File: config.mk
export PLATFORM = sky130hd
export DESIGN_NAME = key_debouncer_with_fifo
export DESIGN_NICKNAME = d
export VERILOG_FILES = /design/src/rtl/kdb_pkg.sv /design/src/rtl/kdb_ram.sv /design/src/rtl/kdb_debounce.sv /design/src/rtl/kdb_queue.sv /design/src/rtl/key_debouncer_with_fifo.sv
export SDC_FILE = /design/constraint.sdc
export NUM_CORES = 1
export LEC_CHECK = 0
export BUFFER_PORTS_ARGS = -buffer_cell sky130_fd_sc_hd__buf_4
export CELL_PAD_IN_SITES_DETAIL_PLACEMENT = 2
export CELL_PAD_IN_SITES_GLOBAL_PLACEMENT = 2
export CORE_ASPECT_RATIO = 2
export CORE_MARGIN = 1.5
export CORE_UTILIZATION = 23
export DETAILED_ROUTE_END_ITERATION = 10
export PLACE_DENSITY_LB_ADDON = 0.05
export SETUP_SLACK_MARGIN = 0.05
export SLEW_MARGIN = 0
export SYNTH_ARGS = -nofsm -noshare
export SYNTH_HDL_FRONTEND = slang
export SYNTH_HIERARCHICAL = 1
export SYNTH_SLANG_ARGS = --single-unit
export TNS_END_PERCENT = 10
File: constraint.sdc
create_clock -name clock -period 6.5 [get_ports clock]
set_input_delay 0.325 -clock clock [delete_from_list [all_inputs] [get_ports clock]]
set_output_delay 0.325 -clock clock [all_outputs]
set_load 0.02 [all_outputs]
File: src/rtl/kdb_pkg.sv
// Shared types, constants and register indexes for the key debouncer with queue.
// No dependencies; the files that use it refer to it by scoped names.
package kdb_pkg;

   localparam int QUEUE_DEPTH = 8;
   localparam int QUEUE_IDX_W = $clog2(QUEUE_DEPTH);
   localparam int QUEUE_CNT_W = $clog2(QUEUE_DEPTH + 1);

   localparam int KEY_W       = 8;
   localparam int COUNT_OUT_W = 4;
   localparam int CSR_IDX_W   = 2;

   localparam logic OP_SAMPLE = 1'b0;
   localparam logic OP_POP    = 1'b1;

   localparam logic [CSR_IDX_W-1:0] CSR_DEBOUNCE_COUNT = 2'd0;
   localparam logic [CSR_IDX_W-1:0] CSR_NONE_CODE      = 2'd1;
   localparam logic [CSR_IDX_W-1:0] CSR_EVENT_MASK     = 2'd2;

   localparam logic [KEY_W-1:0] DEBOUNCE_COUNT_RST = 8'd3;
   localparam logic [KEY_W-1:0] NONE_CODE_RST      = 8'd0;
   localparam logic [KEY_W-1:0] EVENT_MASK_RST     = 8'd64;

   typedef struct packed {
      logic [KEY_W-1:0] debounce_count;
      logic [KEY_W-1:0] none_code;
      logic [KEY_W-1:0] event_mask;
   } cfg_type;

   typedef struct packed {
      logic             req;
      logic [KEY_W-1:0] key;
   } push_type;

   typedef struct packed {
      logic                   hit;
      logic                   queued;
      logic [QUEUE_CNT_W-1:0] fill;
   } queue_status_type;

endpackage

File: src/rtl/kdb_ram.sv
// Generic single-write, single-read RAM with registered read data.
// No dependencies.
module kdb_ram #(
   parameter int WIDTH = 8,
   parameter int DEPTH = 8
) (
   input  logic                     clock,
   input  logic                     wr_en,
   input  logic [$clog2(DEPTH)-1:0] wr_addr,
   input  logic [WIDTH-1:0]         wr_data,
   input  logic                     rd_en,
   input  logic [$clog2(DEPTH)-1:0] rd_addr,
   output logic [WIDTH-1:0]         rd_data
);

   logic [WIDTH-1:0] mem_ff [DEPTH];
   logic [WIDTH-1:0] rd_data_ff;

   always_ff @(posedge clock) begin
      if (wr_en) begin
         mem_ff[wr_addr] <= wr_data;
      end
      if (rd_en) begin
         rd_data_ff <= mem_ff[rd_addr];
      end
   end

   assign rd_data = rd_data_ff;

endmodule

File: src/rtl/kdb_debounce.sv
// Event key filter and four-phase press/release debouncer.
// Depends on kdb_pkg; produces push requests for kdb_queue.
module kdb_debounce (
   input  logic                      clock,
   input  logic                      reset,
   input  logic                      en,
   input  logic                      opcode,
   input  logic [kdb_pkg::KEY_W-1:0] raw_key,
   input  kdb_pkg::cfg_type          cfg,
   output kdb_pkg::push_type         push
);

   localparam logic [1:0] PH_WAIT_PRESS   = 2'd0;
   localparam logic [1:0] PH_PRESS        = 2'd1;
   localparam logic [1:0] PH_WAIT_RELEASE = 2'd2;
   localparam logic [1:0] PH_RELEASE      = 2'd3;

   logic [1:0]                phase_ff, phase_in;
   logic [kdb_pkg::KEY_W-1:0] timer_ff, timer_in;
   logic [kdb_pkg::KEY_W-1:0] held_ff, held_in;
   logic                      is_event;
   logic                      fsm_push;
   logic                      key_none;
   logic                      key_same;
   logic                      timer_zero;

   assign is_event   = (raw_key & cfg.event_mask) != '0;
   assign key_none   = raw_key == cfg.none_code;
   assign key_same   = held_ff == raw_key;
   assign timer_zero = timer_ff == '0;

   always_comb begin
      phase_in = phase_ff;
      timer_in = timer_ff;
      held_in  = held_ff;
      fsm_push = 1'b0;
      unique case (phase_ff)
         PH_WAIT_PRESS: begin
            if (!key_none) begin
               timer_in = cfg.debounce_count;
               held_in  = raw_key;
               phase_in = PH_PRESS;
            end
         end
         PH_PRESS: begin
            if (!key_same) begin
               phase_in = PH_WAIT_PRESS;
            end else if (timer_zero) begin
               phase_in = PH_WAIT_RELEASE;
            end else begin
               timer_in = timer_ff - 1'b1;
            end
         end
         PH_WAIT_RELEASE: begin
            if (key_none) begin
               timer_in = cfg.debounce_count;
               phase_in = PH_RELEASE;
            end else if (!key_same) begin
               phase_in = PH_WAIT_PRESS;
            end
         end
         PH_RELEASE: begin
            if (key_same) begin
               phase_in = PH_WAIT_RELEASE;
            end else if (timer_zero) begin
               phase_in = PH_WAIT_PRESS;
               fsm_push = 1'b1;
            end else if (!key_none) begin
               phase_in = PH_WAIT_PRESS;
            end else begin
               timer_in = timer_ff - 1'b1;
            end
         end
         default: begin
            phase_in = PH_WAIT_PRESS;
         end
      endcase
   end

   always_comb begin
      push.req = 1'b0;
      push.key = held_ff;
      if (opcode == kdb_pkg::OP_SAMPLE) begin
         if (is_event) begin
            push.req = 1'b1;
            push.key = raw_key & ~cfg.event_mask;
         end else begin
            push.req = fsm_push;
         end
      end
   end

   always_ff @(posedge clock) begin
      if (reset) begin
         phase_ff <= PH_WAIT_PRESS;
         timer_ff <= '0;
         held_ff  <= '0;
      end else if (en && opcode == kdb_pkg::OP_SAMPLE && !is_event) begin
         phase_ff <= phase_in;
         timer_ff <= timer_in;
         held_ff  <= held_in;
      end
   end

endmodule

File: src/rtl/kdb_queue.sv
// Circular key queue: head and fill pointers with overwrite-oldest on full.
// Depends on kdb_pkg and kdb_ram; read data is registered in the RAM and arrives in the cycle after the pop.
module kdb_queue (
   input  logic                      clock,
   input  logic                      reset,
   input  logic                      en,
   input  logic                      pop,
   input  kdb_pkg::push_type         push,
   input  logic [kdb_pkg::KEY_W-1:0] none_code,
   output kdb_pkg::queue_status_type status,
   output logic [kdb_pkg::KEY_W-1:0] rd_data
);

   localparam int IDX_W = kdb_pkg::QUEUE_IDX_W;
   localparam int CNT_W = kdb_pkg::QUEUE_CNT_W;
   localparam int SUM_W = CNT_W + 1;

   logic [IDX_W-1:0] head_ff, head_in;
   logic [CNT_W-1:0] fill_ff, fill_in;
   logic [IDX_W-1:0] head_next;
   logic [SUM_W-1:0] tail_sum;
   logic [IDX_W-1:0] tail;
   logic             pop_hit;
   logic             push_ok;
   logic             wr_en;
   logic             rd_en;

   assign tail_sum  = SUM_W'(head_ff) + SUM_W'(fill_ff);
   assign tail      = (tail_sum >= SUM_W'(kdb_pkg::QUEUE_DEPTH))
                      ? IDX_W'(tail_sum - SUM_W'(kdb_pkg::QUEUE_DEPTH))
                      : IDX_W'(tail_sum);
   assign head_next = (head_ff == IDX_W'(kdb_pkg::QUEUE_DEPTH - 1))
                      ? '0 : head_ff + 1'b1;
   assign pop_hit   = en && pop && (fill_ff != '0);
   assign push_ok   = en && !pop && push.req && (push.key != none_code);

   always_comb begin
      head_in = head_ff;
      fill_in = fill_ff;
      wr_en   = 1'b0;
      rd_en   = 1'b0;
      if (pop_hit) begin
         head_in = head_next;
         fill_in = fill_ff - 1'b1;
         rd_en   = 1'b1;
      end else if (push_ok) begin
         wr_en = 1'b1;
         if (fill_ff == CNT_W'(kdb_pkg::QUEUE_DEPTH)) begin
            head_in = head_next;
         end else begin
            fill_in = fill_ff + 1'b1;
         end
      end
   end

   assign status.hit    = pop_hit;
   assign status.queued = push_ok;
   assign status.fill   = fill_in;

   always_ff @(posedge clock) begin
      if (reset) begin
         head_ff <= '0;
         fill_ff <= '0;
      end else begin
         head_ff <= head_in;
         fill_ff <= fill_in;
      end
   end

   kdb_ram #(
      .WIDTH (kdb_pkg::KEY_W),
      .DEPTH (kdb_pkg::QUEUE_DEPTH)
   ) u_ram (
      .clock   (clock),
      .wr_en   (wr_en),
      .wr_addr (tail),
      .wr_data (push.key),
      .rd_en   (rd_en),
      .rd_addr (head_ff),
      .rd_data (rd_data)
   );

endmodule

File: src/rtl/key_debouncer_with_fifo.sv
// Key debouncer with key queue: one item accepted per cycle while req_stall is low, result registered and valid
// in the next cycle; the rate is set by the queue pointer update loop.
// The result register holds while rsp_stall is high; req_stall follows it then.
// Synchronous active-high reset clears phase, timer, held key, pointers and the
// registers (debounce_count 3, none_code 0, event_mask 64); queue contents are not cleared.
// Depends on kdb_pkg, kdb_debounce, kdb_queue and kdb_ram.
module key_debouncer_with_fifo (
   input  logic                            clock,
   input  logic                            reset,
   input  logic                            req_valid,
   output logic                            req_stall,
   input  logic                            req_opcode,
   input  logic [kdb_pkg::KEY_W-1:0]       req_raw_key,
   output logic                            rsp_valid,
   input  logic                            rsp_stall,
   output logic [kdb_pkg::KEY_W-1:0]       rsp_popped_key,
   output logic [kdb_pkg::COUNT_OUT_W-1:0] rsp_queue_count,
   output logic                            rsp_key_queued,
   input  logic                            csr_valid,
   output logic                            csr_ready,
   input  logic [kdb_pkg::CSR_IDX_W-1:0]   csr_index,
   input  logic [kdb_pkg::KEY_W-1:0]       csr_data
);

   localparam int CNT_W = kdb_pkg::QUEUE_CNT_W;
   localparam int OUT_W = kdb_pkg::COUNT_OUT_W;

   kdb_pkg::cfg_type          cfg_ff;
   kdb_pkg::push_type         push;
   kdb_pkg::queue_status_type status;
   logic [kdb_pkg::KEY_W-1:0] rd_data;
   logic                      accept;
   logic                      is_pop;
   logic                      rsp_valid_ff, rsp_valid_in;
   logic                      hit_ff;
   logic                      queued_ff;
   logic [kdb_pkg::KEY_W-1:0] none_ff;
   logic [OUT_W-1:0]          count_ff;
   logic [CNT_W+OUT_W-1:0]    fill_wide;

   assign csr_ready = 1'b1;

   always_ff @(posedge clock) begin
      if (reset) begin
         cfg_ff.debounce_count <= kdb_pkg::DEBOUNCE_COUNT_RST;
         cfg_ff.none_code      <= kdb_pkg::NONE_CODE_RST;
         cfg_ff.event_mask     <= kdb_pkg::EVENT_MASK_RST;
      end else if (csr_valid) begin
         unique case (csr_index)
            kdb_pkg::CSR_DEBOUNCE_COUNT: cfg_ff.debounce_count <= csr_data;
            kdb_pkg::CSR_NONE_CODE:      cfg_ff.none_code      <= csr_data;
            kdb_pkg::CSR_EVENT_MASK:     cfg_ff.event_mask     <= csr_data;
            default: begin
            end
         endcase
      end
   end

   assign req_stall = rsp_valid_ff && rsp_stall;
   assign accept    = req_valid && !req_stall;
   assign is_pop    = req_opcode == kdb_pkg::OP_POP;

   kdb_debounce u_debounce (
      .clock   (clock),
      .reset   (reset),
      .en      (accept),
      .opcode  (req_opcode),
      .raw_key (req_raw_key),
      .cfg     (cfg_ff),
      .push    (push)
   );

   kdb_queue u_queue (
      .clock     (clock),
      .reset     (reset),
      .en        (accept),
      .pop       (is_pop),
      .push      (push),
      .none_code (cfg_ff.none_code),
      .status    (status),
      .rd_data   (rd_data)
   );

   assign fill_wide    = {{OUT_W{1'b0}}, status.fill};
   assign rsp_valid_in = accept || (rsp_valid_ff && rsp_stall);

   always_ff @(posedge clock) begin
      if (reset) begin
         rsp_valid_ff <= 1'b0;
      end else begin
         rsp_valid_ff <= rsp_valid_in;
      end
   end

   always_ff @(posedge clock) begin
      if (accept) begin
         hit_ff    <= status.hit;
         queued_ff <= status.queued;
         none_ff   <= cfg_ff.none_code;
         count_ff  <= fill_wide[OUT_W-1:0];
      end
   end

   assign rsp_valid       = rsp_valid_ff;
   assign rsp_popped_key  = hit_ff ? rd_data : none_ff;
   assign rsp_queue_count = count_ff;
   assign rsp_key_queued  = queued_ff;

endmodule

==> impl_results.md <==
* Highest Clock Rate at about 0.23 GHz
* Num ports at 40
* GRT met2 Usage at between 20% and 30%
* # port buffers at 38
* Mapped Area at 0.00641 mm²
* Diodes inserted at 0
* EDFF count, synth at 86
* Met3 GRT Util at around 3.4%
* CTS clk-pin slew, worst paths at 0.06 ns
* DRT antenna net count at 0
* Clk network pwr share at roughly 45%
* Layout cells sized above 1 at between 10% and 20%
* WP buf/inv at 0
* Delay-heaviest family, CP: simple AND/OR/NAND/NOR gates
* DIE WIDTH at 121 µm
* CP Cell Sequence: a22oi_1 -> and4_4 -> nor2_1 -> o21ai_0 -> xor2_1 -> nor4_4 -> a21oi_1 -> nand2b_1 -> nor2_1
* Routed vias/inst at 4.55
* Period utilization at approximately two thirds
* Die area at 0.0289 mm²
* Count of different cell masters after synthesis at a little under 60
* Crit path max fanout at 16
* Worst Setup End Kind: register
* Clk sink count at around 140
* Hold Vio Cnt, Final at 0
* Maximum vdd drop at approximately 0.17 mV
* Via Count at a little over 4,000
* Ys async rst share at 0%
* Clk_skew at 0.00989 ns
* Leak at between 2 and 3 nW
* Cts hold-fix bufs at 0
* Design area at 0.00758 mm²
* Top cell type's share of synthesized area at 40.3%
* Yosys warnings at 6
* Worst EP arrival at around 4.4 ns
* Clk_lat worst skew at around 0.44 ns
* NumNets Final at 561
* GRT Total Usage at between 10% and 20%
* Htree depth at 4
* Cell taking the most area after synthesis: edfxtp_1
* Fin cells at around 890
* Post-Syn Nets at roughly 530
* Root Driver: clkbuf_16
* Kind of critical path: reg2reg
* Post_cts resized at 0
* Comb pwr share at under 10%
* Power density cells at roughly 280 mW/mm²
* Switch share at 25.8%
* Hold WS at 0.117 ns
* Overall Power at roughly 2.1 mW
* Critical Path Slowest Stage Cell: nor2_1
* Pint at ~1.5 mW
* Largest net degree at the start of global routing at 65
* Met1 GRT Util at 13.3%
* Final setup violation count at 0
* RSZ-0062 raised after global routing: no
* Drt drc at 0
* Seq cells post-synth at ~140
* Routability congestion estimate at around 0.74
* Critical Path Start Type: register
* Initial antenna violation count at 0
* DP Area at between 0.007 and 0.008 mm²
* Routed wire length at between 15 and 20 mm
* Core area at about 0.027 mm²
* Site row count at 86
* Vias in the first global route at roughly 4,500
* Initial DRC count at ~140
* Setup TNS at 0 ns
* First-pass GRT wire length at ~29 mm
* Layout area overhead at 18.3%
* Dpl cells at 862
* Max-slew headroom at ~18%
* Most frequent cell on the critical path: nor2_1
* Status: complete, no violations
* Cts bufs inserted at 17
* Syn Inst Count at between 400 and 500
* Seq pwr share at 46.1%
* Critical Path Max Stage Delay at 0.94 ns
* Worst slew pin tran at 1.23 ns
* Gr busiest metal: met2
* Switching pwr at roughly 0.54 mW
* WP data required at ~6.6 ns
* Slew Limit Fails at 0
* Post CTS Setup Buffer Count at 0
* Sequential area share after synthesis at a little under three fifths
* Post-synth top cells: edfxtp_1, dfxtp_1, mux2i_1
* Area contributors post-synth: edfxtp_1, dfxtp_1, mux2i_1
* Worst hold path type: in2reg
* Count leader, synth: edfxtp_1
* Clock buffer depth at 2
* Most used DFF post-synth: edfxtp_1
* DRT Pass-1 Iters at 4
* Max-cap viol count at 0
* Initial Utilization at a little under a quarter
* Post-layout min period at 4.30 ns
* Overflow after GRT at 0
* DR WL/cell at 21.4 µm
* Die Span Y at approximately 240 µm
* CTS tree: done
* Detail Placement HPWL at approximately 14 mm
* Mapped Avg Cell Area at 13.0 µm²
## path summary, 6_finish.rpt
| path | start | end | slack [ns] | depth (start not counted) |
|---|---|---|---|---|
| worst max-delay path | cfg_ff[4]$_SDFFE_PP0P_ | u_queue/u_ram/mem_ff[1][4]$_DFFE_PP_ | 2.20 | 9 |
| worst min-delay path | req_valid | rsp_valid$_SDFF_PP0_ | 0.12 | 3 |
| worst max register to register | cfg_ff[4]$_SDFFE_PP0P_ | u_queue/u_ram/mem_ff[1][4]$_DFFE_PP_ | 2.20 | 9 |
| worst min register to register | cfg_ff[0]$_SDFFE_PP0P_ | cfg_ff[0]$_SDFFE_PP0P_ | 0.50 | 2 |
## per-stage QoR
step	setup WS [ns]	util, %
4_1_cts	2.08	27.6
6_report	2.20	27.6
3_5_place_dp	2.03	25.6
2_1_floorplan	3.35	-
3_3_place_gp	2.06	25.6
5_1_grt	1.79	27.6
## metal layers
metal / wire (µm) / part of all wire (%) / vias up
met3: 500 / 2.6 / 17
met2: 11800 / 61 / 46
met1: 6590 / 34 / 2104
met5: 0 / 0 / -
li1: - / - / 1901
met4: 303 / 1.6 / 0
## power by group through the flow
stage	logic, mW	clock network, mW	registers, mW
after floorplan	0.131	0	0.976
after global placement	0.198	0	0.982
after detailed placement	0.202	0	0.983
after CTS	0.203	0.963	0.964
after global routing	0.216	0.989	0.966
final	0.196	0.928	0.963
## layout by cell type (no fill, tap or decap), drive strengths merged, types with 2 or more instances in the layout
cell and n:
mux4 16, mux2i 42, and3b 3, o211ai 2, nand3 18, o21ai 18
a31oi 7, o41ai 2, dfxtp 50, or3 4, clkinv 7, a21oi 16
xor2 17, ha 7, or3b 2, nand2b 33, edfxtp 86, nand4 2
a22oi 4, buf 43, nor2 34, clkinvlp 3, nor3 11, and2 3
a211oi 2, clkbuf 18, xnor2 10, mux2 16, nand2 10, nor4 6
nand3b 13, inv 22
## flip-flops by register name, indices dropped and copies added (netlist names)
name	count
none_ff	8
u_queue/fill_ff	4
u_queue/head_ff	3
rsp_queue_count	4
u_queue/u_ram/mem_ff	64
rsp_valid	1
hit_ff	1
u_debounce/held_ff	8
rsp_key_queued	1
u_debounce/timer_ff	8
u_queue/u_ram/rd_data	8
cfg_ff	24
u_debounce/phase_ff	2
## layout make-up
| cell class | instances | area [µm²] |
|---|---|---|
| well taps | 352 | 440 |
| multi-input cells | 312 | 2610 |
| inverters | 19 | 71.3 |
| fillers | 2914 | 19900 |
| clock buffers | 18 | 429 |
| clock inverters | 14 | 124 |
| repair buffers | 43 | 323 |
| flip-flops and latches | 136 | 3580 |
## worst register-to-register path: stages (launching register included)
cell and delay, ns:
dfxtp_1 0.35, a22oi_1 0.13, and4_4 0.21, nor2_1 0.74
o21ai_0 0.63, xor2_1 0.44, nor4_4 0.11, a21oi_1 0.21
nand2b_1 0.14, nor2_1 0.94
## cells by family (layout without fill, tap and decap cells)
group | Yosys count | in the layout | synth area share (%)
AND/OR/NAND/NOR | 145 | 145 | 13.4
flip-flops | 136 | 136 | 55.9
multiplexers | 74 | 74 | 15.9
AO/OA/AOI/OAI | 57 | 57 | 5.84
buffers and inverters | 45 | 94 | 3.50
XOR/XNOR | 27 | 27 | 3.69
adder cells (fa/ha/maj) | 8 | 8 | 1.68
other | 1 | 1 | 0.0585
(Power assumes the default switching activity.)
